--- config.mk ---
export PLATFORM = sky130hd
export DESIGN_NAME = sscv_queue
export DESIGN_NICKNAME = d
export VERILOG_FILES = /design/src/hdl/sscv_pkg.sv /design/src/hdl/sscv_queue.sv
export SDC_FILE = /design/constraint.sdc
export NUM_CORES = 1
export LEC_CHECK = 0
export BUFFER_PORTS_ARGS = -buffer_cell sky130_fd_sc_hd__buf_4
export CORE_MARGIN = 1
export CORE_UTILIZATION = 40
export DETAILED_ROUTE_END_ITERATION = 12
export GPL_TIMING_DRIVEN = 0
export PLACE_DENSITY = 0.71
export SYNTH_ARGS = -nofsm -noshare
export SYNTH_HDL_FRONTEND = slang
export SYNTH_SLANG_ARGS = --single-unit
--- constraint.sdc ---
create_clock -name clk -period 12.7 [get_ports clk]
set_clock_uncertainty 0.05 [all_clocks]
set_input_delay 0.635 -clock clk [delete_from_list [all_inputs] [get_ports clk]]
set_output_delay 0.635 -clock clk [all_outputs]
set_load 0.02 [all_outputs]
--- src/hdl/sscv_pkg.sv ---
`default_nettype none

package sscv_pkg;

    localparam int MAX_AXES = 8;
    localparam int CNT_W    = $clog2(MAX_AXES + 1);

    localparam int LEN_W    = 31;
    localparam int IDX_W    = 32;
    localparam int WIDE_W   = 64;

    localparam int DIV_STEPS = LEN_W;
    localparam int DIV_CNT_W = $clog2(DIV_STEPS + 1);

    localparam int Q_DEPTH  = 2;
    localparam int Q_PTR_W  = $clog2(Q_DEPTH);
    localparam int Q_CNT_W  = $clog2(Q_DEPTH + 1);

    typedef struct packed {
        logic [LEN_W-1:0]        axis_size;
        logic signed [IDX_W-1:0] axis_stride;
        logic signed [IDX_W-1:0] slice_start;
        logic signed [IDX_W-1:0] slice_stop;
        logic signed [IDX_W-1:0] slice_step;
        logic                    last_axis;
    } in_item_t;

    typedef struct packed {
        logic [LEN_W-1:0]         sliced_length;
        logic signed [WIDE_W-1:0] sliced_stride;
        logic                     axis_valid;
        logic signed [WIDE_W-1:0] base_offset;
        logic [WIDE_W-1:0]        total_elements;
        logic                     status;
        logic                     is_last;
    } out_item_t;

    // Axis after index normalization, as handed from front to back.
    typedef struct packed {
        logic [LEN_W-1:0]        start_c;
        logic [LEN_W-1:0]        stop_c;
        logic signed [IDX_W-1:0] stride;
        logic signed [IDX_W-1:0] step;
        logic                    too_many;
        logic                    last;
    } q_item_t;

    typedef struct packed {
        logic             push;
        logic             pop;
    } q_ctrl_t;

    typedef struct packed {
        logic             full;
        logic             empty;
    } q_stat_t;

endpackage

`default_nettype wire

--- src/hdl/sscv_queue.sv ---
`default_nettype none

module sscv_queue
    import sscv_pkg::*;
(
    input  wire logic    clk,
    input  wire logic    rst_n,
    input  wire q_ctrl_t ctrl,
    input  wire q_item_t push_data,
    output q_stat_t      stat,
    output q_item_t      pop_data
);

    q_item_t             entry_reg [Q_DEPTH];
    logic [Q_PTR_W-1:0]  wr_ptr_reg;
    logic [Q_PTR_W-1:0]  rd_ptr_reg;
    logic [Q_CNT_W-1:0]  count_reg;
    logic                do_push;
    logic                do_pop;

    assign stat.full  = (count_reg == Q_CNT_W'(Q_DEPTH));
    assign stat.empty = (count_reg == '0);
    assign do_push    = ctrl.push && !stat.full;
    assign do_pop     = ctrl.pop && !stat.empty;
    assign pop_data   = entry_reg[rd_ptr_reg];

    always_ff @(posedge clk or negedge rst_n)
    begin
        if (!rst_n)
        begin
            wr_ptr_reg <= '0;
            rd_ptr_reg <= '0;
            count_reg  <= '0;
        end
        else
        begin
            if (do_push)
                wr_ptr_reg <= wr_ptr_reg + 1'b1;
            if (do_pop)
                rd_ptr_reg <= rd_ptr_reg + 1'b1;
            if (do_push && !do_pop)
                count_reg <= count_reg + 1'b1;
            else if (do_pop && !do_push)
                count_reg <= count_reg - 1'b1;
        end
    end

    always_ff @(posedge clk)
    begin
        if (do_push)
            entry_reg[wr_ptr_reg] <= push_data;
    end

endmodule

`default_nettype wire

# Word-level counts from Yosys, hierarchy flattened
# Memory sizes are Yosys's and may differ from the RTL's.
# Cells that the tools add are included.
[op_classes] n_addsub=4 n_mul=0 div_mod_pow=0 order_cmp=0 n_eq_ne=1 shift=0 n_mux=4 bitwise_logic=0 n_reduce_logical=10
[op_table] op="1-bit logical AND" n=4
[op_table] op="1-bit logical NOT" n=4
[op_table] op="2-bit two-way mux" n=2
[op_table] op="1-bit adder (second input constant)" n=2
[op_table] op="2-bit by 1-bit adder with 2-bit output (second input constant)" n=1
[op_table] op="2-bit == test (second input constant)" n=1
[op_table] op="2-bit logical NOT" n=1
[op_table] op="1-bit two-way mux" n=2
[op_table] op="2-bit nonzero test" n=1
[op_table] op="2-bit by 1-bit subtractor with 2-bit output (second input constant)" n=1
[word_totals] ff_bits=4 latch_bits=0 ramBits=256 rom_bits=0 wordCells=23 memories=1
[memory_table] memory="entry_reg" words=2 word_bits=128 read_ports=1 rd_clocked_by_memory_dff=0 write_ports=1 line_no="sscv_queue.sv:14" source="q_item_t entry_reg [Q_DEPTH];"

# Logic depth before layout (Yosys ltp)
# Gate-level depths: netlist of run 1.
[logic_depth] word_depth=7 depth_mapped=7 mapped_depth_nobuf=7

# Worst setup path after synthesis of run 1
# No wires, ideal clock.
[synth_path] path_kind="input to register" from="in ctrl[1] (netlist bit)" to="mem entry_reg[0][0] (netlist bit) (enable)" setup_ns=0.616 arrival_time_ns=6.042 required_time_ns=12.034 setup_slack_ns=5.991 stages=2 n_path_buf=0 path_cell_list="nand2_1 -> nor2_1"
[synth_via] elab_chain_cells=3
[synth_rtl] element="from (decl)" line_no="sscv_queue.sv:8" source="input wire q_ctrl_t ctrl,"
[synth_rtl] element="1-bit logical AND" line_no="sscv_queue.sv:23" source="assign do_push = ctrl.push && !stat.full;"
[synth_rtl] element="1-bit two-way mux" line_no="sscv_queue.sv:50" source="if (do_push)"
[synth_rtl] element="1-bit two-way mux (not written as such)" line_no="sscv_queue.sv:51" source="entry_reg[wr_ptr_reg] <= push_data;"
[synth_rtl] element="to (decl)" line_no="sscv_queue.sv:14"
# Every way passes these cells.

==> results of run 1 <==
-- final timing paths --
kind                                 from                 to  slack, ps  cells past startpoint
setup / recovery               rd_ptr_reg       pop_data[26]      10170                      4
hold / removal             push_data[117]  entry_reg[0][117]        240                      1
setup reg to reg             count_reg[0]   entry_reg[0][27]      10250                      5
hold reg to reg              count_reg[1]       count_reg[1]        490                      1
max in group asynchronous           rst_n       count_reg[0]      12090                      2
min in group asynchronous           rst_n         wr_ptr_reg        400                      2
-- layout make-up --
type / count / area share (%)
Multi-Input combinational cell: 141 / 12.0
Buffer: 14 / 1.18
Timing Repair Buffer: 267 / 16.2
Clock buffer: 35 / 5.80
Tap cell: 313 / 3.05
Clock inverter: 13 / 1.06
Inverter: 2 / 0.0584
Sequential cell: 260 / 60.6
-- layout by cell type, fill, tap and decap left out, drive strengths merged --
cell type	n
and3	1
buf	280
bufinv	3
clkbuf	35
clkinv	10
dfrtp	4
dlygate4sd3	1
edfxtp	256
ha	1
inv	2
mux2	128
nand2	1
nand2b	1
nor2	3
o21ai	1
xnor2	3
xor2	2
-- stage by stage --
| stage | total power (uW) | hold slack [ps] |
|---|---|---|
| 2_1_floorplan | 1930 | 289 |
| 3_3_place_gp | 2360 | 380 |
| 3_5_place_dp | 2370 | 386 |
| 4_1_cts | 3150 | 225 |
| 5_1_grt | 3250 | 227 |
| 6_report | 3110 | 244 |
-- critical path: stages (launching register included) --
cell and delay (ps):
dfrtp_1 390, buf_6 230, buf_6 180, mux2_2 350, buf_4 160
-- per-layer routing --
layer / vias to the layer above / global-route usage, %
li1: 2250 / -
met1: 2387 / 17.0
met2: 167 / 26.4
met3: 36 / 4.78
met4: 0 / 4.58
met5: - / 0
-- kinds of logic after synthesis --
group                    after synthesis  share of synthesized area (%)
AO/OA/AOI/OAI                          1                         0.0528
XOR/XNOR                               5                          0.462
adder cells (fa/ha/maj)                1                          0.132
buffers and inverters                 16                           1.68
flip-flops                           260                           82.2
multiplexers                         128                           15.2
AND/OR/NAND/NOR                        6                          0.291
-- report_power, final --
part	internal, uW	switching [uW]	total [uW]
registers	1170	45.1	1220
logic	517	607	1120
clock network	470	302	773
total	2160	954	3110
==> qor.yml, run 1 <==
clock_tree:
  cts_hold_buf: 1
  clock_latency_ps: 520
  path_clk_slew_ps: 60
  htreeDepth: 1
  cts_tree: "done"
  cts_sinks: 260
  clock_path_buffers: 3
  cts-root-buf: "clkbuf_16"
  numCtsBuffers: 26
  postCtsResizedCells: 0
  postCtsSetupRepairBufs: 0
power_and_ir_drop:
  leakage_uw: 0.00481
  ir_drop_v: 0.000151
  power_density_nw_per_um2: 242
placed_design:
  dpl_cell_area_um2: 12000
  place_congestion: 0.716
  port_buffers: 261
  dpl.hpwl_um: 12800
  pre_cts_ws_ps: 10100
  place_inst: 996
cells_and_area:
  fillCellCount: 1741
  ff_latch_area_um2: 7790
  areaGrowthSynthToFinish_pct: 35.6
  final_area_um2: 12800
  multi_input_area_um2: 1540
  antenna_cells: 0
  fin_nets: 845
  largest_reg_flops: 256
  final_cells: 1045
  fin_util_pct: 56.1
  drive_above_1_share_pct: 61.2
logic_synthesis:
  syn-num-nets: 550
  netlist_top_cells_count: "256 x edfxtp_1, 128 x mux2_2, 13 x buf_6, 4 x dfrtp_1"
  synthesis.area_um2: 9480
  ys_seq_area_share_pct: 82.2
  ys_top_cells_by_area: "edfxtp_1 81%, mux2_2 15%, buf_6 1.5%, dfrtp_1 1.1%, xnor2_1 0.28%"
  synth-seq-cells: 260
  synth_top_area_share_pct: 81.1
  synthFlopType: "edfxtp_1"
  syn_avg_cell_area_um2: 22.7
  yosysUniqueCellTypes: 14
  netlist_instances: 417
  ys_warn_count: 0
  synth_edf_count: 256
  async_flop_share_pct: 1.54
  synth.most_common_cell: "edfxtp_1"
  yosysTopAreaCell: "edfxtp_1"
run:
  max_cap_viol_count: 0
worst_setup_path:
  crit_type: "flip-flop to output port"
  cp.arrival_ps: 1840
  critPathCaptureType: "output port"
  required_ps: 12020
  startpoint_type: "flip-flop"
  worstPathMaxFanout: 10
floorplanning:
  io_pins: 262
  die_h_um: 156
  core_area_um2: 22900
  rows: 55
  initial_core_util_pct: 41.4
  die_x_um: 156
  dieArea_um2: 24300
grt:
  overflow: 0
  first_global_vias: 5299
  grt_pass1_wl_um: 27800
  grt_usage_pct: 14.9
  antenna_found_initial: 0
  grt_max_degree: 62
sta:
  worst_pin_slew_ps: 934
  setup_ws_ps: 10170
  setup_violations: 0
  period_minus_slack_ps: 2530
  rsz0062_at_grt: "no"
  setup_tns_ps: 0
  slew_headroom_pct: 37.6
  finalHoldViolations: 0
  fmax_mhz: 395
  slew_violations: 0
  finalCritPeriodShare_pct: 19.9
run_status:
  outcome: "finished clean"
drt:
  wl_met1_um: 7070
  route.vias.total: 4840
  drt-wirelength-per-cell_um: 17.7
  wl_met2_um: 9500
  drc: 0
  dr.pass1.iters: 4
  ant_nets: 0
  met3_wirelength_um: 1440
  vias_per_cell: 4.63
  wl_um: 18500
  highest_layer: "met4"
  drt_iter0_markers: 195
min_path:
  hold_path.class: "input pin to flip-flop"
Note: power is estimated with default switching activity, not from simulation.
==> run 2: changes to the inputs <==
--- a/config.mk
+++ b/config.mk
@@ -10,7 +10,7 @@
 export CORE_UTILIZATION = 40
 export DETAILED_ROUTE_END_ITERATION = 12
 export GPL_TIMING_DRIVEN = 0
-export PLACE_DENSITY = 0.71
+export PLACE_DENSITY = 0.73
 export SYNTH_ARGS = -nofsm -noshare
 export SYNTH_HDL_FRONTEND = slang
 export SYNTH_SLANG_ARGS = --single-unit
==> constraint.sdc (replaced) <==
create_clock -name clk -period 2.1 [get_ports clk]
set_clock_uncertainty 0.05 [all_clocks]
set_input_delay 0.105 -clock clk [delete_from_list [all_inputs] [get_ports clk]]
set_output_delay 0.105 -clock clk [all_outputs]
set_load 0.02 [all_outputs]
==> qor.yml, run 2 (synthesized netlist as in run 1, its figures left out) <==
floorplanning:
  dieArea_um2: 24300
  rows: 55
  die_x_um: 156
  core_area_um2: 22900
  io_pins: 262
  initial_core_util_pct: 41.4
  die_h_um: 156
drt:
  vias_per_cell: 4.67
  route.vias.total: 5510
  drt_iter0_markers: 221
  drc: 0
  drt-wirelength-per-cell_um: 18.0
  wl_um: 21200
  dr.pass1.iters: 4
  ant_nets: 0
sta:
  fmax_mhz: 497
  setup_ws_ps: 87.8
  slew_violations: 0
  setup_violations: 0
  setup_tns_ps: 0
  rsz0062_at_grt: "no"
  finalHoldViolations: 0
  slew_headroom_pct: 49.4
  period_minus_slack_ps: 2010
  finalCritPeriodShare_pct: 95.8
  worst_pin_slew_ps: 759
worst_setup_path:
  critical_path.slowest_cell: "dfrtp_1"
  cpMostUsedCell: "buf_6"
  crit_path_max_incr_delay_ps: 390
  worstPathMaxFanout: 10
  crit_path_cell_trace: "buf_6 -> buf_6 -> mux2_2 -> buf_4"
  startpoint_type: "flip-flop"
  ff2ff_setup_slack_ps: 220
  cp.arrival_ps: 1860
  critPathCaptureType: "output port"
  crit_type: "flip-flop to output port"
  required_ps: 1950
run:
  max_cap_viol_count: 0
power_and_ir_drop:
  leakage_uw: 0.00540
  power_density_nw_per_um2: 1370
  ir_drop_v: 0.000919
placed_design:
  pre_cts_ws_ps: -159
  dpl.hpwl_um: 12600
  place_congestion: 0.720
  port_buffers: 261
  dpl_cell_area_um2: 12000
clock_tree:
  clock_latency_ps: 520
  cts_sinks: 260
  numCtsBuffers: 27
  path_clk_slew_ps: 60
  postCtsResizedCells: 0
  cts_tree: "done"
  clock_path_buffers: 3
  htreeDepth: 1
  cts-root-buf: "clkbuf_16"
cells_and_area:
  fillCellCount: 1547
  layout_common_cells: "263 x buf_4, 256 x edfxtp_1, 132 x dlygate4sd3_1"
  largest_reg_flops: 256
  layout_commonest_cell: "buf_4"
  fin_util_pct: 62.2
  areaGrowthSynthToFinish_pct: 50.4
  drive_above_1_share_pct: 52.2
  fin_nets: 981
  final_area_um2: 14300
grt:
  first_global_vias: 6023
  grt_max_degree: 69
  grt_usage_pct: 17.0
  overflow: 0
  grt_pass1_wl_um: 31600
  antenna_found_initial: 0
min_path:
  hold_path.class: "input pin to flip-flop"
run_status:
  outcome: "finished clean"
[run 2: cell count changes in the layout (fill, tap and decap cells not counted), sizes merged]
cell | before | now
diode | 0 | 1
dlygate4sd3 | 1 | 132
buf | 280 | 282
bufinv | 3 | 6
clkbuf | 35 | 29
clkinv | 10 | 13
and3 | 1 | 3
[run 2: final cells by class]
| class | instances | area [um^2] | area share (%) |
|---|---|---|---|
| Multi-Input combinational cell | 143 | 1570 | 11.0 |
| Clock buffer | 29 | 683 | 4.79 |
| Antenna cell | 1 | 2.50 | 0.0176 |
| Buffer | 14 | 151 | 1.06 |
| Inverter | 2 | 7.51 | 0.0527 |
| Timing Repair Buffer | 400 | 3410 | 23.9 |
| Sequential cell | 260 | 7790 | 54.6 |
| Tap cell | 313 | 392 | 2.75 |
| Clock inverter | 19 | 245 | 1.72 |
[run 2: per-layer routing]
metal | share of wire (%) | track usage [%] | up-vias | wire length (um)
li1 | - | - | 2526 | -
met1 | 38 | 19.0 | 2736 | 8140
met2 | 52 | 31.4 | 197 | 11100
met3 | 6.0 | 4.03 | 51 | 1280
met4 | 3.4 | 6.07 | 0 | 712
met5 | 0 | 0 | - | 0
[run 2: path summary, 6_finish.rpt]
check / startpoint / to / cells past startpoint
hold reg to reg: count_reg[0] / count_reg[0] / 1
setup / recovery: rd_ptr_reg / pop_data[25] / 4
min in group asynchronous: rst_n / wr_ptr_reg / 3
max in group asynchronous: rst_n / count_reg[0] / 3
hold / removal: push_data[96] / entry_reg[0][96] / 2
setup reg to reg: count_reg[0] / entry_reg[1][0] / 3
[run 2: worst max-delay path: cells and delay by family, from the launching register on]
kind	cells	cell delay, ps
buffers and inverters	3	580
DFF	1	390
muxes	1	360
[run 2: power by group]
group | total (uW) | leakage [uW] | internal, uW | switching, uW
logic | 7140 | 0.00252 | 3330 | 3810
registers | 7400 | 0.00242 | 7080 | 312
clock network | 4970 | 0.000453 | 3070 | 1900
total | 19500 | 0.00540 | 13500 | 6030
[run 2: what timing repair did]
item	CTS	global route
pin swaps	1	2
setup buffers	0	2
gates cloned	1	1
hold endpoints to repair	262	0
hold buffers	132	0
setup endpoints to repair	68	36
[run 2: through the flow]
stage                     cells  hold WS, ps  power, uW
after detailed placement    996         -145      14400
after global routing       1180          245      20300
final                      1181          253      19500
after floorplan             417         -241      11600
after CTS                  1177          234      19600
after global placement      991         -148      14100
