--- config.mk ---
export PLATFORM = sky130hd
export DESIGN_NAME = sscv_front
export DESIGN_NICKNAME = d
export VERILOG_FILES = /design/src/hdl/sscv_pkg.sv /design/src/hdl/sscv_front.sv
export SDC_FILE = /design/constraint.sdc
export NUM_CORES = 1
export LEC_CHECK = 0
export BUFFER_PORTS_ARGS = -buffer_cell sky130_fd_sc_hd__buf_2
export CAP_MARGIN = 10
export CORE_MARGIN = 4
export CORE_UTILIZATION = 28
export DETAILED_ROUTE_END_ITERATION = 6
export PLACE_DENSITY_LB_ADDON = 0.1
export SLEW_MARGIN = 20
export SYNTH_ARGS = -nofsm -noshare
export SYNTH_HDL_FRONTEND = slang
export SYNTH_SLANG_ARGS = --single-unit
--- constraint.sdc ---
create_clock -name clk -period 6.5 [get_ports clk]
set_input_delay 0.65 -clock clk [delete_from_list [all_inputs] [get_ports clk]]
set_output_delay 0.65 -clock clk [all_outputs]
set_load 0.005 [all_outputs]
--- src/hdl/sscv_pkg.sv ---
`default_nettype none

package sscv_pkg;

    localparam int MAX_AXES = 8;
    localparam int CNT_W    = $clog2(MAX_AXES + 1);

    localparam int LEN_W    = 31;
    localparam int IDX_W    = 32;
    localparam int WIDE_W   = 64;

    localparam int DIV_STEPS = LEN_W;
    localparam int DIV_CNT_W = $clog2(DIV_STEPS + 1);

    localparam int Q_DEPTH  = 2;
    localparam int Q_PTR_W  = $clog2(Q_DEPTH);
    localparam int Q_CNT_W  = $clog2(Q_DEPTH + 1);

    typedef struct packed {
        logic [LEN_W-1:0]        axis_size;
        logic signed [IDX_W-1:0] axis_stride;
        logic signed [IDX_W-1:0] slice_start;
        logic signed [IDX_W-1:0] slice_stop;
        logic signed [IDX_W-1:0] slice_step;
        logic                    last_axis;
    } in_item_t;

    typedef struct packed {
        logic [LEN_W-1:0]         sliced_length;
        logic signed [WIDE_W-1:0] sliced_stride;
        logic                     axis_valid;
        logic signed [WIDE_W-1:0] base_offset;
        logic [WIDE_W-1:0]        total_elements;
        logic                     status;
        logic                     is_last;
    } out_item_t;

    // Axis after index normalization, as handed from front to back.
    typedef struct packed {
        logic [LEN_W-1:0]        start_c;
        logic [LEN_W-1:0]        stop_c;
        logic signed [IDX_W-1:0] stride;
        logic signed [IDX_W-1:0] step;
        logic                    too_many;
        logic                    last;
    } q_item_t;

    typedef struct packed {
        logic             push;
        logic             pop;
    } q_ctrl_t;

    typedef struct packed {
        logic             full;
        logic             empty;
    } q_stat_t;

endpackage

`default_nettype wire

--- src/hdl/sscv_front.sv ---
`default_nettype none

module sscv_front
    import sscv_pkg::*;
(
    input  wire logic     clk,
    input  wire logic     rst_n,
    input  wire logic     item_valid,
    output logic          item_ready,
    input  wire in_item_t item,
    input  wire q_stat_t  q_stat,
    output logic          q_push,
    output q_item_t       q_data
);

    function automatic logic [LEN_W-1:0] clip_index(
        input logic signed [IDX_W-1:0] idx,
        input logic [LEN_W-1:0]        size
    );
        logic signed [IDX_W:0] wrapped;
        logic [LEN_W-1:0]      res;
        wrapped = (IDX_W+1)'(idx) + $signed({2'b00, size});
        if (idx[IDX_W-1])
        begin
            if (wrapped[IDX_W])
                res = '0;
            else
                res = wrapped[LEN_W-1:0];
        end
        else if (idx[LEN_W-1:0] > size)
            res = size;
        else
            res = idx[LEN_W-1:0];
        return res;
    endfunction

    logic             hold_valid_reg;
    in_item_t         hold_reg;
    logic             too_many_reg;
    logic [CNT_W-1:0] count_reg;
    logic             accept;
    logic             too_many;

    assign q_push     = hold_valid_reg && !q_stat.full;
    assign item_ready = !hold_valid_reg || q_push;
    assign accept     = item_valid && item_ready;
    assign too_many   = (count_reg >= CNT_W'(MAX_AXES));

    always_comb
    begin
        q_data.start_c  = clip_index(hold_reg.slice_start, hold_reg.axis_size);
        q_data.stop_c   = clip_index(hold_reg.slice_stop, hold_reg.axis_size);
        q_data.stride   = hold_reg.axis_stride;
        q_data.step     = hold_reg.slice_step;
        q_data.too_many = too_many_reg;
        q_data.last     = hold_reg.last_axis;
    end

    // The axis count follows the order of accepted transfers, so it is kept here.
    always_ff @(posedge clk or negedge rst_n)
    begin
        if (!rst_n)
        begin
            hold_valid_reg <= 1'b0;
            count_reg      <= '0;
        end
        else
        begin
            if (accept)
            begin
                hold_valid_reg <= 1'b1;
                if (item.last_axis)
                    count_reg <= '0;
                else if (!too_many)
                    count_reg <= count_reg + 1'b1;
            end
            else if (q_push)
                hold_valid_reg <= 1'b0;
        end
    end

    always_ff @(posedge clk)
    begin
        if (accept)
        begin
            hold_reg     <= item;
            too_many_reg <= too_many;
        end
    end

endmodule

`default_nettype wire

### After elaboration in Yosys (flattened, before gate mapping)

Index checks and enable logic that the tools add are counted.

| word-level totals | value |
|---|---|
| register bits after elaboration | 166 |
| output and inout port bits | 130 |

| operators by class | value |
|---|---|
| add/sub/neg operators | 3 |
| mux-type cells | 10 |
| reduce and logical (&&, ||, !) cells | 7 |
| equal/unequal tests | 1 |
| $lt $le $gt $ge | 3 |

Operator list:

| operator | number |
|---|---|
| 2-to-1 mux 31 bit | 6 |
| adder 32 x 32 -> 33 bit | 2 |
| greater-than comparator 31 bit | 2 |
| 2-to-1 mux 4 bit | 2 |
| adder 4 x 1 -> 4 bit, second input constant | 1 |
| >= comparator 4 bit, second input constant | 1 |
| logical AND 1 bit | 2 |
| logical NOT 1 bit | 2 |
| 2-to-1 mux 1 bit | 2 |
| inequality test 2 bit, second input constant | 1 |
| AND reduction 2 bit | 1 |
| nonzero test 2 bit | 1 |
| logical OR 1 bit | 1 |

### Depth between registers and ports, before layout

Gate-level depths: netlist of run 1.

| logic depth | value |
|---|---|
| word-level depth | 5 |
| depth in mapped cells | 14 |

### Least setup slack after synthesis of run 1

No wires, ideal clock.

| timing path | value |
|---|---|
| path type | input to register |
| start point | in q_stat[1] (netlist name) |
| end point | reg count_reg[3] |
| cell stages on the path | 5 |
| setup slack | 1.796 ns |
| library setup time | 0.132 ns |
| data arrival time | 4.572 ns |
| cells stage by stage | nand2_1 nand2_1 inv_1 a41oi_1 a21oi_1 |

| on the way | value |
|---|---|
| longest elaborated chain between the ends | 5 |

Ends and longest elaborated chain:

| element | RTL line | text |
|---|---|---|
| start, declared | sscv_front.sv:11 | `input wire q_stat_t q_stat,` |
| logical NOT 1 bit | sscv_front.sv:44 | `assign q_push = hold_valid_reg && !q_stat.full;` |
| logical AND 1 bit | sscv_front.sv:44 |  |
| logical OR 1 bit | sscv_front.sv:45 | `assign item_ready = !hold_valid_reg \|\| q_push;` |
| logical AND 1 bit | sscv_front.sv:46 | `assign accept = item_valid && item_ready;` |
| named net accept | sscv_front.sv:41 | `logic accept;` |
| AND reduction 2 bit (no source line) | -- |  |
| end signal, assigned | sscv_front.sv:75 | `count_reg <= count_reg + 1'b1;` |
| end, declared | sscv_front.sv:40 | `logic [CNT_W-1:0] count_reg;` |

The timed path passes the listed nets, and every way through them passes these cells.
A chain may end at the register's enable or synchronous reset.

==> results.ini, run 1 <==
[timing]
rsz0062_at_grt = false
timing.final.crit_share_pct = 80.4
fin_tns_setup_ps = 0
tightest_slew_ps = 1020
setup_violations = 0
fin_crit_ps = 5230
fin_skew_ps = 13.0
max_freq_ghz = 0.191
maxSlewViolCount = 0
final-hold-violation-count = 0
slew_headroom_pct = 32.0

[synthesis]
ys_types = 69
ys_seq_area_share_pct = 43.7
async_flop_share_pct = 3.01
synth-edff-count = 161
synthFlopType = edfxtp_1
synthCells = 1077
yosys_register_bits = 166
synth_area_um2 = 11300
syn_area_per_cell_um2 = 10.5
yosysWarnings = 0
syn-num-nets = 1370

[pwr]
p_comb_share_pct = 24.7
ir_drop_uv = 188
pwr-share-clk_pct = 33.7
p_leak_nw = 5.82
intPower_mw = 2.15
power_switching_share_pct = 31.2
p_seq_share_pct = 41.6
switchingPower_mw = 0.976
p_per_area_nw_per_um2 = 232

[cells_and_area]
final_core_util_pct = 33.8
fillers = 4112
seqCellArea_um2 = 4960
syn2layout_area_growth_pct = 18.9
largest_register_ff_count = 95
drive_gt1_share_pct = 27.6
fin_nets = 1589
multi_input_area_um2 = 5390

[drt]
via_per_inst = 4.79
wl_per_cell_um = 19.5
drt-pass1-iter-count = 6
drt-total-wl_um = 35700
antenna_left = 0
vias = 8792
dr.first_iter.drc_count = 418
drcViolationCount = 0

[grt]
grt_pass1_vias = 9260
gr-total-overflow = 0
grt_pass1_wl_um = 54800
gr-usage-all-layers_pct = 16.2
grt_antenna_before_repair = 6
grt_max_degree = 80

[placed_design]
place.detailed.hpwl_um = 28400
place_congestion = 0.892
io_buffers = 293

[setup_path]
path_class = reg2out
worstPathMaxFanout = 31
start_kind = flop
cp.required_ps = 5850
rr_worst_depth = 4
critical_path_arrival_ps = 4580
critPathCaptureType = output port

[clock_tree]
cts_repair_resize_count = 0
cts_max_level = 4
clk_latency_ps = 450
cts_tree = yes
cts_sinks = 166
holdBufCountCts = 1
clkSlewWorstSetupHoldPaths_ps = 80
cts_max_path_buffers = 2
post_cts_buffers = 0
root_buffer = clkbuf_16
cts_buffers = 17

[die]
fp-row-count = 73
die_area_um2 = 43800
die_w_um = 209
start_util_pct = 28.4
die_h_um = 209
io_pins = 295
fp.coreArea_um2 = 39900

[outcome]
outcome = complete, no violations

[worst_hold_path]
hold_depth = 1
hold_path_class = in2reg

[run]
drv_cap = 0

==> cell families after synthesis <==
group           share of synthesized area [%]
compound gates                           17.1
xor+xnor                                 4.40
fa+ha+maj                                14.3
buf+inv                                  8.98
flops                                    43.7
mux                                      2.92
simple gates                             8.61
==> final timing paths <==
kind	start	end	slack (ps)
max	hold_reg[129]	q_data[110]	1270
min	item[56]	hold_reg[56]	360
max reg2reg	hold_valid_reg	hold_reg[54]	4330
min reg2reg	hold_valid_reg	hold_valid_reg	520
max in group asynchronous	rst_n	count_reg[0]	5810
min in group asynchronous	rst_n	count_reg[2]	540
==> cell type report <==
cell class,count,area share [%]
Clock buffer,18,3.18
Tap cell,525,4.87
Clock inverter,14,1.18
Inverter,90,2.54
Sequential cell,166,36.8
Multi-Input combinational cell,718,40.0
Timing Repair Buffer,303,11.5
Antenna cell,1,0.0186
==> cell usage after synthesis, drive strengths merged, types with 7 or more instances <==
| cell type | instances | share of area [%] |
|---|---|---|
| a211oi | 10 | 0.66 |
| a21o | 12 | 0.79 |
| a21oi | 107 | 4.8 |
| buf | 83 | 5.3 |
| clkbuf | 20 | 0.68 |
| edfxtp | 161 | 43 |
| ha | 126 | 14 |
| inv | 90 | 3.0 |
| mux2i | 32 | 2.8 |
| nand2 | 26 | 0.86 |
| nand2b | 7 | 0.39 |
| nand3 | 14 | 0.62 |
| nand4 | 11 | 0.61 |
| nor2 | 87 | 2.9 |
| nor2b | 15 | 0.85 |
| nor3 | 17 | 0.75 |
| nor4 | 11 | 0.66 |
| o211ai | 7 | 0.46 |
| o21ai | 28 | 1.3 |
| o21bai | 14 | 0.93 |
| o22ai | 64 | 4.1 |
| o31ai | 17 | 1.2 |
| xnor2 | 49 | 3.8 |
| xor2 | 8 | 0.62 |
==> layer usage <==
layer  share of wire (%)  vias up  global-route usage (%)
li1                    -     4316                       -
met1                  44     4162                    20.7
met2                  46      267                    26.3
met3                 7.9       39                    5.99
met4                 1.5        8                    3.83
met5                0.12        -                       0
==> power groups by stage <==
stage / Clock [mW] / Sequential (mW) / Combinational, mW
floorplan: 0 / 1.32 / 0.525
global placement: 0 / 1.33 / 0.782
detailed placement: 0 / 1.33 / 0.783
CTS: 1.10 / 1.30 / 0.788
global route: 1.15 / 1.31 / 0.866
finish: 1.05 / 1.30 / 0.773
==> cells in the final DEF, fill, tap and decap left out, types with 4 or more instances in the layout <==
master | netlist | layout
a211oi_1 | 10 | 10
edfxtp_1 | 161 | 161
nand4_1 | 11 | 11
nor3_1 | 17 | 17
clkbuf_16 | 0 | 17
a31oi_1 | 5 | 5
mux2i_1 | 32 | 32
or2_2 | 4 | 4
buf_4 | 66 | 9
ha_1 | 126 | 126
a21oi_1 | 105 | 105
nor4_1 | 10 | 10
dfrtp_1 | 5 | 5
o22ai_1 | 54 | 53
nor2_1 | 86 | 86
nand2_1 | 26 | 26
nand2b_1 | 7 | 7
o211ai_1 | 7 | 7
a221oi_1 | 4 | 4
a21o_1 | 12 | 12
o22ai_2 | 10 | 10
inv_6 | 0 | 7
xnor2_1 | 49 | 49
buf_2 | 11 | 293
o21bai_1 | 14 | 14
inv_1 | 90 | 89
xor2_1 | 8 | 8
nand3_1 | 14 | 14
o21ai_0 | 24 | 24
o31ai_1 | 15 | 15
nor2b_1 | 14 | 14
==> metrics by stage <==
step | cells | worst slack, ps | instance area, um^2 | hold slack (ps) | total power, mW
finish | 1835 | 1270 | 13500 | 357 | 3.13
global placement | 1801 | 1770 | 12900 | 479 | 2.11
floorplan | 1077 | 1800 | 11300 | 354 | 1.84
global route | 1835 | 1050 | 13500 | 325 | 3.33
CTS | 1834 | 1220 | 13500 | 319 | 3.19
detailed placement | 1801 | 1740 | 12900 | 481 | 2.11
==> critical path, cell delays in order (launching register included) <==
cell	delay [ps]
edfxtp_1	490
ha_1	250
inv_1	70
fa_1	220
o21bai_1	120
o211ai_1	330
a211oi_1	250
o31ai_1	820
a211oi_1	230
or2_2	420
a21oi_2	130
buf_4	400
o22ai_1	200
buf_2	170
(Power assumes the default switching activity.)
==> run 2: changes to the inputs <==
==> constraint.sdc (replaced) <==
create_clock -name clk -period 5.3 [get_ports clk]
set_input_delay 0.53 -clock clk [delete_from_list [all_inputs] [get_ports clk]]
set_output_delay 0.53 -clock clk [all_outputs]
set_load 0.005 [all_outputs]
==> run 2 against run 1 <==
Net effect:
- count of clock-buffer cells in the layout unchanged
- via count decreased by 0.56%
- sequential cell count unchanged
- clock power increased by 27%
- non-clock buffer count increased by 2
- design area increased by 0.47%
- sequential share of layout area decreased by 0.17 points
- power increased by 24%
- routed wire length decreased by 0.44%
- sequential power increased by 23%
- critical path depth unchanged
==> results.ini, run 2 (synthesized netlist as in run 1, its figures left out) <==
[placed_design]
place_congestion = 0.873  ; -2.2%
io_buffers = 293  ; unchanged
place.detailed.hpwl_um = 28200  ; -0.56%

[setup_path]
path_class = reg2out
critical_path_arrival_ps = 4540  ; -40 ps
cpPeakStageDelay_ps = 810  ; about the same
critPathCaptureType = output port
worstPathMaxFanout = 31  ; unchanged
crit_path_frequent_cell = a211oi_1
slowest_stage = o31ai_1
worst-path-buf-inv = 3  ; unchanged
crit_family = compound AO/OA/AOI/OAI gates
crit_chain = ha_1 -> inv_1 -> fa_1 -> o21bai_1 -> o211ai_1 -> a211oi_1 -> o31ai_1 -> a211oi_1 -> or2_2 -> a21oi_2 -> buf_4 -> o22ai_1 -> buf_2
start_kind = flop
cp.required_ps = 4770  ; -1080 ps

[pwr]
pwr-share-clk_pct = 34.3  ; +0.6 points
p_per_area_nw_per_um2 = 287  ; +24%
p_leak_nw = 5.85  ; +0.60%
p_comb_share_pct = 24.6  ; about the same
total_power_mw = 3.88  ; +24%
ir_drop_uv = 292  ; +56%
power_switching_share_pct = 30.7  ; -0.53 points
p_seq_share_pct = 41.1  ; -0.5 points
switchingPower_mw = 1.19  ; +22%
intPower_mw = 2.69  ; +25%

[cells_and_area]
layout_commonest_cell = buf_2
fin_nets = 1591  ; +0.13%
largest_register_ff_count = 95  ; unchanged
drive_gt1_share_pct = 27.8  ; +0.19 points
fillers = 4094  ; -0.44%
syn2layout_area_growth_pct = 19.4
layout_common_cells = 293 x buf_2, 161 x edfxtp_1, 126 x ha_1, 105 x a21oi_1, 89 x inv_1

[clock_tree]
post_cts_buffers = 0  ; unchanged
cts_max_path_buffers = 2  ; unchanged
clk_latency_ps = 470  ; +20 ps
cts_buffers = 17  ; unchanged
cts_max_level = 4  ; unchanged
root_buffer = clkbuf_16
clkSlewWorstSetupHoldPaths_ps = 70  ; about the same
cts_tree = yes
cts_sinks = 166  ; unchanged

[timing]
setup_violations = 0  ; unchanged
fin_tns_setup_ps = 0  ; unchanged
hold_slack_ps = 222  ; -135 ps
maxSlewViolCount = 0  ; unchanged
rsz0062_at_grt = false
timing.final.crit_share_pct = 95.7
slew_headroom_pct = 36.1  ; +4.1 points
tightest_slew_ps = 950  ; -69.8 ps
final-hold-violation-count = 0  ; unchanged
max_freq_ghz = 0.197
fin_crit_ps = 5070
fin_skew_ps = 7.90  ; -5.11 ps

[worst_hold_path]
hold_path_class = in2reg

[drt]
vias = 8743  ; -0.56%
drt-pass1-iter-count = 5  ; -1
via_per_inst = 4.76  ; -0.67%
antenna_left = 0  ; unchanged
drcViolationCount = 0  ; unchanged
drt-total-wl_um = 35600  ; -0.44%
wl_per_cell_um = 19.4  ; -0.54%
dr.first_iter.drc_count = 448  ; +7.2%

[run]
drv_cap = 0  ; unchanged

[die]
start_util_pct = 28.4  ; unchanged
fp-row-count = 73  ; unchanged
io_pins = 295  ; unchanged
die_area_um2 = 43800  ; unchanged
die_h_um = 209  ; unchanged
die_w_um = 209  ; unchanged
fp.coreArea_um2 = 39900  ; unchanged

[grt]
grt_pass1_wl_um = 54400  ; -0.75%
grt_pass1_vias = 9181  ; -0.85%
gr-usage-all-layers_pct = 16.3  ; +0.11 points
grt_antenna_before_repair = 6  ; unchanged
grt_max_degree = 97  ; +21%
gr-total-overflow = 0  ; unchanged

[outcome]
outcome = complete, no violations

==> run 2: what timing repair did <==
action,in CTS,in global routing
hold buffers,1,0
hold endpoints to repair,5,0
endpoints found under the setup margin,0,0
resized for setup,0,0
==> run 2: final timing paths <==
| kind | start | end | slack, ps | cells past startpoint |
|---|---|---|---|---|
| max | hold_reg[129] | q_data[110] | 230 | 13 |
| min | item[66] | hold_reg[66] | 220 | 1 |
| max reg2reg | hold_valid_reg | hold_reg[54] | 3150 | 4 |
| min reg2reg | hold_valid_reg | hold_valid_reg | 520 | 2 |
| max in group asynchronous | rst_n | count_reg[0] | 4750 | 2 |
| min in group asynchronous | rst_n | count_reg[1] | 400 | 2 |
==> run 2: area by class of cell <==
type | instances | area (um^2) | share of cell area, %
Clock inverter | 14 | 183 | 1.35
Multi-Input combinational cell | 718 | 5390 | 39.8
Inverter | 90 | 343 | 2.53
Clock buffer | 18 | 429 | 3.17
Antenna cell | 1 | 2.50 | 0.0185
Tap cell | 525 | 657 | 4.85
Timing Repair Buffer | 305 | 1580 | 11.7
Sequential cell | 166 | 4960 | 36.6
==> run 2: metrics by stage <==
stage / setup WS, ps / util [%] / std cells / cell area [um^2]
CTS: 154 / 33.9 / 1836 / 13500
floorplan: 716 / - / 1077 / 11300
global placement: 732 / 32.4 / 1803 / 12900
global route: 16.2 / 33.9 / 1836 / 13500
detailed placement: 724 / 32.4 / 1803 / 12900
finish: 226 / 33.9 / 1837 / 13500
==> run 2: routing by layer <==
layer	GRT usage, %	vias up	share of wire [%]
li1	-	4314	-
met1	20.6	4130	44
met2	26.1	256	46
met3	6.38	33	7.7
met4	4.64	10	1.5
met5	0	-	0.17
==> run 2: power by group through the flow <==
stage	combinational [mW]	sequential [mW]	clock (mW)
floorplan	0.644	1.62	0
global placement	0.968	1.63	0
detailed placement	0.967	1.63	0
CTS	0.974	1.60	1.39
global route	1.07	1.61	1.44
finish	0.955	1.60	1.33
==> run 3: changes to the inputs <==
--- a/config.mk
+++ b/config.mk
@@ -10,7 +10,7 @@
 export CORE_MARGIN = 4
 export CORE_UTILIZATION = 28
 export DETAILED_ROUTE_END_ITERATION = 6
-export PLACE_DENSITY_LB_ADDON = 0.1
+export PLACE_DENSITY = 0.5
 export SLEW_MARGIN = 20
 export SYNTH_ARGS = -nofsm -noshare
 export SYNTH_HDL_FRONTEND = slang
==> run 3 against run 2 <==
Net effect:
- first-iteration DRC count grew 11%
- via count grew 0.96%
- sequential share of layout area is essentially flat
- power shrank 1.0%
- cell count is essentially flat
- largest cell class unchanged
- non-clock buffer count grew 2
- routed wire length shrank 1.8%
==> results.ini, run 3 (synthesized netlist as in run 1, its figures left out) <==
[cells_and_area]
final_core_util_pct = 33.9  ; about the same
syn2layout_area_growth_pct = 19.4  ; about the same
diodes = 0  ; -1
layout_commonest_cell = buf_2
layout_common_cells = 293 x buf_2, 161 x edfxtp_1, 126 x ha_1, 105 x a21oi_1, 89 x inv_1
drive_gt1_share_pct = 28.0  ; +0.26 points
largest_register_ff_count = 95  ; unchanged
final_cells = 1838  ; +0.054%
fin_nets = 1593  ; +0.13%
stdcell_area_um2 = 13500  ; about the same
fillers = 4081  ; -0.32%

[drt]
dr.first_iter.drc_count = 496  ; +11%
drt-total-wl_um = 34900  ; -1.8%
via_per_inst = 4.80  ; +0.91%
drt-pass1-iter-count = 4  ; -1
drcViolationCount = 0  ; unchanged
wl_per_cell_um = 19.0  ; -1.9%
antenna_left = 0  ; unchanged
vias = 8827  ; +0.96%

[timing]
final-hold-violation-count = 0  ; unchanged
fin_tns_setup_ps = 0  ; unchanged
hold_slack_ps = 213  ; -8.76 ps
max_freq_ghz = 0.204  ; +3.3%
tightest_slew_ps = 963  ; +12.6 ps
fin_skew_ps = 8.08  ; +0.180 ps
setup_violations = 0  ; unchanged
timing.final.crit_share_pct = 92.6  ; -3.1 points
fin_crit_ps = 4910  ; -164 ps
slew_headroom_pct = 35.0  ; -1.1 points
maxSlewViolCount = 0  ; unchanged
setup_slack_ps = 391  ; +164 ps
rsz0062_at_grt = false

[die]
die_h_um = 209  ; unchanged
fp.coreArea_um2 = 39900  ; unchanged
die_w_um = 209  ; unchanged
io_pins = 295  ; unchanged
start_util_pct = 28.4  ; unchanged
die_area_um2 = 43800  ; unchanged
fp-row-count = 73  ; unchanged

[placed_design]
dp.cells = 1805  ; +0.11%
dpl_worst_slack_ps = 931  ; +207 ps
placed_area_um2 = 12900  ; about the same
io_buffers = 293  ; unchanged
place_congestion = 0.863  ; -1.1%
place.detailed.hpwl_um = 27900  ; -0.98%

[clock_tree]
cts_buffers = 17  ; unchanged
cts_max_path_buffers = 2  ; unchanged
root_buffer = clkbuf_16
cts_max_level = 4  ; unchanged
post_cts_buffers = 0  ; unchanged
cts_tree = yes
clkSlewWorstSetupHoldPaths_ps = 80  ; about the same
cts_repair_resize_count = 0  ; unchanged
clk_latency_ps = 480  ; about the same
cts_sinks = 166  ; unchanged

[pwr]
p_per_area_nw_per_um2 = 284  ; -0.98%
total_power_mw = 3.85  ; -1.0%
ir_drop_uv = 341  ; +17%
p_leak_nw = 5.85  ; about the same

[run]
drv_cap = 0  ; unchanged

[setup_path]
critPathCaptureType = output port
worstPathMaxFanout = 14  ; -55%
cp.required_ps = 4770  ; about the same
critical_path_arrival_ps = 4380  ; -160 ps
start_kind = flop
path_class = reg2out

[grt]
grt_pass1_vias = 9051  ; -1.4%
gr-total-overflow = 0  ; unchanged
grt_max_degree = 89  ; -8.2%
grt_pass1_wl_um = 52800  ; -3.1%
grt_antenna_before_repair = 1  ; -5
gr-usage-all-layers_pct = 15.7  ; -0.57 points

[worst_hold_path]
hold_path_class = in2reg

[outcome]
outcome = complete, no violations

-- run 3: changes by cell type in the layout (fill, tap and decap cells not counted), moves of 2 or more --
cell / delta
buf_4: +3
bufinv_16: -2
clkinv_4: +3
clkinv_8: +3
inv_6: -4
inv_8: +2
-- run 3: layer usage --
| layer | global-route usage (%) | vias up | part of all wire, % |
|---|---|---|---|
| met5 | 0 | - | 0.057 |
| met4 | 5.36 | 2 | 2.0 |
| met3 | 4.91 | 33 | 7.6 |
| met2 | 25.4 | 288 | 46 |
| met1 | 20.1 | 4175 | 44 |
| li1 | - | 4329 | - |
-- run 3: worst paths after layout --
path                            slack (ps)            from  cells past startpoint       endpoint
worst max-delay path                   390   hold_reg[129]                     13    q_data[105]
worst min-delay path                   210        item[65]                      1   hold_reg[65]
worst max register to register        3130  hold_valid_reg                      4  hold_reg[151]
worst min register to register         540    count_reg[2]                      2   count_reg[2]
max in group asynchronous             4750           rst_n                      2   count_reg[3]
min in group asynchronous              390           rst_n                      2   count_reg[1]
-- run 3: timing repair --
| action | 4_1_cts | 5_1_grt |
|---|---|---|
| endpoints found under the hold margin | 5 | 0 |
| hold buffers | 1 | 0 |
| setup endpoints to repair | 0 | 0 |
-- run 3: critical path, cell delays in order, from the launching register on --
cell and delay [ps]:
edfxtp_1 470, ha_1 210, inv_1 50, fa_1 400, o21bai_1 240, o211ai_1 200
a211oi_1 620, o31ai_1 320, a211oi_1 450, or2_2 260, a21oi_2 70, buf_4 200
o22ai_1 230, buf_2 150
-- run 3: layout make-up --
class / instances / area, um^2 / share of cell area, %
clock buffers: 17 / 425 / 3.14
clock inverters: 15 / 184 / 1.36
well taps: 525 / 657 / 4.85
inverters: 90 / 343 / 2.53
repair buffers: 307 / 1590 / 11.7
flip-flops and latches: 166 / 4960 / 36.6
multi-input cells: 718 / 5390 / 39.8
-- run 3: report_power, final --
| group | switching [mW] | internal, mW | total [mW] |
|---|---|---|---|
| logic | 0.548 | 0.401 | 0.950 |
| clock network | 0.619 | 0.675 | 1.29 |
| registers | 0.0644 | 1.54 | 1.60 |
